===== src/hw/rtl/ced_pkg.sv =====
// ============================================================================
// ced_pkg: shared constants and types for the click energy-ratio detector
// Widths, fixed-point constants and configuration register indexes.
// ============================================================================
`default_nettype none

package ced_pkg;

    localparam int MAX_WINDOW_DEF   = 8192;
    localparam int COUNTER_BITS_DEF = 40;

    localparam int SAMPLE_W = 16;
    localparam int DIFF_W   = SAMPLE_W + 1;
    localparam int POWER_W  = 2 * SAMPLE_W;
    localparam int CFG_W    = 16;
    localparam int WLEN_W   = 14;
    localparam int SCORE_W  = 16;
    localparam int START_W  = 41;
    localparam int RUN_W    = 24;
    localparam int OUT_W    = 72;

    // log2 mantissa in Q1.30, 16 fraction bits of result
    localparam int MANT_W   = 31;
    localparam int FRAC_W   = 16;
    localparam int LOGDIFF_W = 24;
    localparam int DBC_W    = 19;
    localparam int DBPROD_W = LOGDIFF_W + DBC_W;

    localparam logic signed [DBC_W-1:0] DB_PER_OCTAVE_Q16 = 19'sd197283;
    localparam logic [RUN_W-1:0]        RUN_MAX           = {RUN_W{1'b1}};
    localparam logic signed [SCORE_W-1:0] SCORE_MAX       = 16'sh7FFF;
    localparam logic signed [SCORE_W-1:0] SCORE_MIN       = 16'sh8000;
    localparam logic [WLEN_W-1:0]       WINDOW_RESET      = 14'd5000;
    localparam logic signed [SCORE_W-1:0] THRESHOLD_RESET = 16'sd768;

    typedef enum logic {
        REG_WINDOW    = 1'b0,
        REG_THRESHOLD = 1'b1
    } cfg_index_t;

endpackage : ced_pkg

`default_nettype wire


===== src/hw/rtl/ced_log2.sv =====
// ============================================================================
// ced_log2: iterative log2 in Q.16
// Binary-search normalize, then 16 mantissa squarings, each a multiply state followed by a fix state.
// ============================================================================
`default_nettype none

module ced_log2 #(
    parameter int W = 46
) (
    input  wire logic                            aclk,
    input  wire logic                            aresetn,
    input  wire logic                            start,
    input  wire logic [W-1:0]                    x,
    output logic                                 done,
    output logic [$clog2(W)+ced_pkg::FRAC_W-1:0] result
);
    import ced_pkg::*;

    localparam int EW = $clog2(W);
    localparam int K  = $clog2(W);
    localparam int KW = (K > 1) ? $clog2(K) : 1;
    localparam int PW = 2 * MANT_W;

    typedef enum logic [3:0] {
        L_IDLE = 4'b0001,
        L_NORM = 4'b0010,
        L_MUL  = 4'b0100,
        L_FIX  = 4'b1000
    } lstate_t;

    lstate_t            state_reg;
    logic [W-1:0]       x_reg;
    logic [EW-1:0]      e_reg;
    logic [KW-1:0]      k_reg;
    logic [MANT_W-1:0]  m_reg;
    logic [PW-1:0]      prod_reg;
    logic [FRAC_W-1:0]  frac_reg;
    logic [3:0]         it_reg;
    logic               done_reg;
    logic               top_zero;
    logic [EW-1:0]      sh;
    logic [MANT_W:0]    sq;

    always_comb begin
        int s;
        s        = 1 << k_reg;
        sh       = EW'(s);
        top_zero = ((x_reg >> (W - s)) == '0);
        sq       = prod_reg[PW-1:MANT_W-1];
    end

    always_ff @(posedge aclk) begin
        if (!aresetn) begin
            state_reg <= L_IDLE;
            done_reg  <= 1'b0;
        end else begin
            done_reg <= 1'b0;
            unique case (state_reg)
                L_IDLE: begin
                    if (start) begin
                        x_reg     <= x;
                        e_reg     <= EW'(W - 1);
                        k_reg     <= KW'(K - 1);
                        frac_reg  <= '0;
                        it_reg    <= '0;
                        state_reg <= L_NORM;
                    end
                end
                L_NORM: begin
                    if (top_zero) begin
                        x_reg <= x_reg << sh;
                        e_reg <= e_reg - sh;
                    end
                    if (k_reg == '0) begin
                        m_reg     <= top_zero ? MANT_W'((x_reg << sh) >> (W - MANT_W))
                                              : MANT_W'(x_reg >> (W - MANT_W));
                        state_reg <= L_MUL;
                    end else begin
                        k_reg <= k_reg - 1'b1;
                    end
                end
                L_MUL: begin
                    prod_reg  <= m_reg * m_reg;
                    state_reg <= L_FIX;
                end
                L_FIX: begin
                    if (sq[MANT_W]) begin
                        m_reg    <= sq[MANT_W:1];
                        frac_reg <= {frac_reg[FRAC_W-2:0], 1'b1};
                    end else begin
                        m_reg    <= sq[MANT_W-1:0];
                        frac_reg <= {frac_reg[FRAC_W-2:0], 1'b0};
                    end
                    it_reg <= it_reg + 1'b1;
                    if (it_reg == 4'd15) begin
                        done_reg  <= 1'b1;
                        state_reg <= L_IDLE;
                    end else begin
                        state_reg <= L_MUL;
                    end
                end
                default: state_reg <= L_IDLE;
            endcase
        end
    end

    assign done   = done_reg;
    assign result = {e_reg, frac_reg};

endmodule : ced_log2

`default_nettype wire


===== config.mk =====
export PLATFORM = sky130hd
export DESIGN_NAME = ced_log2
export DESIGN_NICKNAME = d
export VERILOG_FILES = /design/src/hw/rtl/ced_pkg.sv /design/src/hw/rtl/ced_log2.sv
export SDC_FILE = /design/constraint.sdc
export NUM_CORES = 2
export LEC_CHECK = 0
export BUFFER_PORTS_ARGS = -buffer_cell sky130_fd_sc_hd__buf_2
export CORE_ASPECT_RATIO = 0.9
export CORE_MARGIN = 5
export CORE_UTILIZATION = 65
export CTS_BUF_LIST = sky130_fd_sc_hd__clkbuf_4 sky130_fd_sc_hd__clkbuf_8 sky130_fd_sc_hd__clkbuf_16
export CTS_CLUSTER_DIAMETER = 40
export DETAILED_ROUTE_END_ITERATION = 16
export PLACE_DENSITY = 0.94
export SETUP_SLACK_MARGIN = 0.5
export SKIP_CTS_REPAIR_TIMING = 1
export SYNTH_ARGS = -nofsm -noshare
export SYNTH_HDL_FRONTEND = slang
export SYNTH_SLANG_ARGS = --single-unit

===== constraint.sdc =====
create_clock -name aclk -period 23.2 [get_ports aclk]
set_input_delay 1.16 -clock aclk [delete_from_list [all_inputs] [get_ports aclk]]
set_output_delay 1.16 -clock aclk [all_outputs]
set_load 0.01 [all_outputs]

Word-level counts from Yosys, hierarchy flattened
Cells that the tools add are included.
{ "op_classes": {"shift": 3, "n_mul": 1, "reduce_logical": 12, "eq_ne": 9, "n_addsub": 4, "muxes": 23} }
{ "op_table": {"columns": ["cell", "count"], "rows": [
  ["$mux W31", 3],
  ["$mux W46", 2],
  ["$pmux W46 S2", 1],
  ["$mul A31 B31 Y62", 1],
  ["$pmux W31 S2", 1],
  ["$logic_not A46 Y1", 1],
  ["$shl A46 B6 Y46", 1],
  ["$shr A46 B32 Y46", 1],
  ["$pmux W16 S2", 1],
  ["$shl A1 B3 Y32 const A", 1],
  ["$sub A7 B32 Y32 const A", 1],
  ["$mux W16", 1],
  ["$pmux W4 S4", 1],
  ["$mux W4", 3],
  ["$mux W6", 2],
  ["$pmux W6 S2", 1],
  ["$mux W3", 3],
  ["$eq A4 B4 Y1 const B", 2],
  ["$ne A2 B2 Y1 const B", 4],
  ["$pmux W4 S2", 1],
  ["$reduce_and A4 Y1", 2],
  ["$pmux W3 S2", 1],
  ["$reduce_and A2 Y1", 3],
  ["$reduce_and A3 Y1", 2],
  ["other kinds (9)", 12]
]} }
{ "word_totals": {"output_inout_bits": 23, "register_bits": 173, "wordCells": 61, "in_bits": 49} }

Logic depth before layout (Yosys ltp)
{ "depth": {"depth_word": 7, "ltp_mapped": 31, "depth_no_buf": 29} }

Worst setup path after synthesis
No wires, ideal clock.
{ "synth_path": {"kind": "reg-to-reg", "startpoint": "reg m_reg[4]", "endpoint": "reg prod_reg[59], data pin", "setup_ns": 0.258, "path_slack_ns": 15.415, "n_path_buf": 2, "synth_period_minus_slack_ns": 7.785, "stages_incl_launch_ff": 28, "required_ns": 22.942, "t_arrival_ns": 7.527, "path_cell_list": "edfxtp_1 clkbuf_1 clkbuf_1 nand2_1 inv_1 fa_1 fa_1 fa_1 inv_1 fa_1 inv_1 fa_1 fa_1 fa_1 inv_1 fa_1 inv_1 ha_1 nand4_1 nor4_1 inv_1 a2111oi_0 nor2_1 a21oi_1 a21oi_1 o41ai_1 a21oi_1 xnor2_1"} }
{ "synth_via": {"elab_chain_cells": 1} }
{ "synth_rtl": {"columns": ["element", "line_no", "text"], "rows": [
  ["start: declaration", "ced_log2.sv:35", "logic [MANT_W-1:0] m_reg;"],
  ["start signal: assignment", "ced_log2.sv:75", "m_reg <= top_zero ? MANT_W'((x_reg << sh) >> (W - MANT_W))"],
  ["start signal: assignment", "ced_log2.sv:88", "m_reg <= sq[MANT_W:1];"],
  ["start signal: assignment", "ced_log2.sv:91", "m_reg <= sq[MANT_W-1:0];"],
  ["$mul A31 B31 Y62", "ced_log2.sv:83", "prod_reg <= m_reg * m_reg;"],
  ["end signal: assignment", "ced_log2.sv:83", null],
  ["end: declaration", "ced_log2.sv:36", "logic [PW-1:0] prod_reg;"]
]} }
No other way between the ends.
A chain may end at the register's enable or synchronous reset.

Final worst setup path
{ "layout_path": {"startpoint": "reg m_reg[13]", "endpoint": "reg prod_reg[59], data pin"} }
The elaborated chain is that of the path after synthesis.

==> impl_metrics.env <==
export IMPL_grtUsageTotal=0.341
export IMPL_power_frac_comb=0.256
export IMPL_rsz0062_at_grt="false"
export IMPL_syn_nets=4920
export IMPL_hp_start="frac_reg[4]$_SDFFCE_PN0P_"
export IMPL_cp_data_required_time_ns=23.40
export IMPL_yosys_area_share_simple=0.113
export IMPL_max_slew_worst_pin_slew_ns=1.13
export IMPL_worstReg2RegEnd="prod_reg[59]$_DFFE_PP_"
export IMPL_final_nets=4875
export IMPL_routed_wirelength_microns=103000
export IMPL_synthCells=3841
export IMPL_p_int_uw=530
export IMPL_stdcell_area_sq_um=38200
export IMPL_synth_xor_area_frac=0.0167
export IMPL_slew_violations=0
export IMPL_via_per_inst=6.22
export IMPL_drive_gt1_frac=0.0564
export IMPL_drt_iter0_markers=3658
export IMPL_hold_end="frac_reg[5]$_SDFFCE_PN0P_"
export IMPL_synthMuxAreaShare=0.0572
export IMPL_worst_hold_path_type="register to register"
export IMPL_io_pins=72
export IMPL_async_flop_share=0
export IMPL_die_area_sq_um=61300
export IMPL_setup_tns_ns=0
export IMPL_largest_register_ff_count=46
export IMPL_clk_path_buf_depth=2
export IMPL_numCtsBuffers=17
export IMPL_hold_viol=0
export IMPL_cp_max_fo=17
export IMPL_p_total_uw=813
export IMPL_powerDensity_nw_per_um2=21.3
export IMPL_crit_path_start="m_reg[13]$_DFFE_PP_"
export IMPL_cts_root_buf="clkbuf_16"
export IMPL_r2r_cells=24
export IMPL_p_sw_uw=283
export IMPL_avgSynthCellArea_sq_um=9.56
export IMPL_synth_seq_area_share=0.116
export IMPL_place_ws_ns=14.23
export IMPL_area_delta_synth_final_pct=4.16
export IMPL_yosysUniqueCellTypes=80
export IMPL_die_y_microns=235
export IMPL_synthAdderAreaFrac=0.504
export IMPL_synth_ff_type="edfxtp_1"
export IMPL_slew_headroom=0.242
export IMPL_wl_per_cell_microns=22.7
export IMPL_whs_path_depth=1
export IMPL_grt_first_pass_wirelength_microns=164000
export IMPL_setup_violations_final=0
export IMPL_hpwl_microns=79400
export IMPL_setup_slack_ns=14.03
export IMPL_ff2ff_setup_slack_ns=14.03
export IMPL_clock_latency_ns=0.45
export IMPL_start_kind="register"
export IMPL_num_vias=28400
export IMPL_first_global_vias=31300
export IMPL_core_sq_um=55800
export IMPL_drc=0
export IMPL_firstDrtPassIters=10
export IMPL_final_antenna_net_count=0
export IMPL_switching_share=0.348
export IMPL_synth_compound_gate_area_share=0.0733
export IMPL_ir_drop_v=0.0000516
export IMPL_fmax_mhz=109
export IMPL_ys_warn_count=0
export IMPL_finalCritPeriodShare=0.395
export IMPL_clk_pin_slew_ns=0.07
export IMPL_grt_max_degree=79
export IMPL_row_count=82
export IMPL_power_leakage_uw=0.0196
export IMPL_dp_cells=4533
export IMPL_synth_edf_count=138
export IMPL_clock_skew_ns=0.0163
export IMPL_cts_tree="built"
export IMPL_synth_seq_cells=143
export IMPL_synth_top_family_by_area="adder cells"
export IMPL_synth_area_sq_um=36700
export IMPL_drv_cap=0
export IMPL_antenna_found_initial=0
export IMPL_worstSetupPathType="register to register"
export IMPL_power_frac_clock=0.330
export IMPL_rr_startpoint="m_reg[13]$_DFFE_PP_"
export IMPL_overflow=0
export IMPL_end_kind="register"
export IMPL_status="finished, final reports clean"
export IMPL_portBuffers=71
export IMPL_gp_congestion=1.03
export IMPL_post_route_min_period_ns=9.17
export IMPL_cts_sinks=143
export IMPL_arrival_ns=9.38
export IMPL_pwr_share_seq=0.414
export IMPL_fin_cells=4566
export IMPL_placed_area_sq_um=37700
export IMPL_start_util=0.658
export IMPL_htree_levels=4
export IMPL_die_w_microns=260
-- logic make-up (layout without fill, tap and decap cells) --
logic type / after synthesis / in the layout
compound gates: 396 / 396
xor+xnor: 70 / 70
fa+ha+maj: 1030 / 1030
buf+inv: 1157 / 1125
flops: 143 / 143
mux: 179 / 179
other cells: 0 / 1
simple gates: 866 / 866
-- Yosys cell counts (45+ instances only) --
library cell / n / area [sq um]
nor2_1: 135 / 507
fa_1: 748 / 15000
and2_1: 215 / 1350
clkbuf_1: 146 / 548
edfxtp_1: 138 / 4140
inv_1: 964 / 3620
a21oi_1: 94 / 470
ha_1: 282 / 3530
a21o_1: 45 / 338
mux2i_1: 148 / 1480
o21ai_0: 72 / 360
nand2_1: 367 / 1380
-- through the flow --
step	hold WS, ns	utilization
2_1_floorplan	0.492	-
3_3_place_gp	0.530	0.675
3_5_place_dp	0.538	0.675
4_1_cts	0.555	0.685
5_1_grt	0.585	0.685
6_report	0.551	0.685
-- worst max-delay path, cell delays in order (launching register included) --
cell and delay (ns):
edfxtp_1 0.82, buf_4 0.38, nand2_1 0.13, fa_1 0.56, inv_1 0.07, fa_1 0.50, inv_1 0.07, fa_1 0.52
fa_1 0.51, inv_1 0.07, fa_1 0.47, fa_1 0.45, fa_1 0.57, fa_1 0.43, ha_1 0.32, nand4_1 0.20
nor4_1 0.64, inv_1 0.08, a2111oi_0 0.36, nor2_1 0.18, a21oi_1 0.46, a21oi_1 0.30, o41ai_1 0.49, a21oi_1 0.17
xnor2_1 0.14
-- power groups by stage --
stage          registers, uW  clock network [uW]  logic [uW]
6_report                 337                 268         208
5_1_grt                  336                 276         219
4_1_cts                  333                 265         198
3_5_place_dp             338                   0         196
3_3_place_gp             338                   0         189
2_1_floorplan            324                   0         146
-- layout make-up --
| cell class | count | area (sq um) |
|---|---|---|
| tap | 756 | 946 |
| sequential | 143 | 4240 |
| antenna | 1 | 2.50 |
| multi-input combinational | 2541 | 28100 |
| timing repair buffer | 123 | 746 |
| clock inverter | 13 | 104 |
| clock buffer | 19 | 447 |
| inverter | 970 | 3640 |
| fill | 3898 | 17600 |
-- layout by cell type (no fill, tap or decap), types with 20 or more instances in the layout --
master / netlist / layout
inv_1: 964 / 964
fa_1: 748 / 748
nand2_1: 367 / 366
ha_1: 282 / 282
and2_1: 215 / 215
mux2i_1: 148 / 148
edfxtp_1: 138 / 138
nor2_1: 135 / 134
a21oi_1: 94 / 93
o21ai_0: 72 / 72
buf_2: 18 / 71
buf_4: 5 / 52
a21o_1: 45 / 45
nor3_1: 42 / 42
xnor2_1: 39 / 39
xor2_1: 31 / 31
mux4_2: 24 / 24
a311o_1: 20 / 20
-- worst max-delay path by stage --
stage,endpoint,cells after the start,slack (ns)
2_1_floorplan,prod_reg[59]$_DFFE_PP_,27,15.41
3_3_place_gp,prod_reg[59]$_DFFE_PP_,28,14.70
3_5_place_dp,prod_reg[59]$_DFFE_PP_,24,14.23
4_1_cts,prod_reg[59]$_DFFE_PP_,24,14.25
5_1_grt,prod_reg[59]$_DFFE_PP_,28,13.65
6_report,prod_reg[59]$_DFFE_PP_,24,14.03
-- metal layers --
| layer | global-route usage | share of wire | up-vias | wire, microns |
|---|---|---|---|---|
| li1 | - | - | 11800 | - |
| met1 | 0.427 | 0.34 | 13800 | 35300 |
| met2 | 0.549 | 0.47 | 2175 | 48300 |
| met3 | 0.0987 | 0.13 | 626 | 13400 |
| met4 | 0.163 | 0.062 | 0 | 6420 |
| met5 | 0 | 0 | - | 0 |
Power figures use the tool's default switching activity.
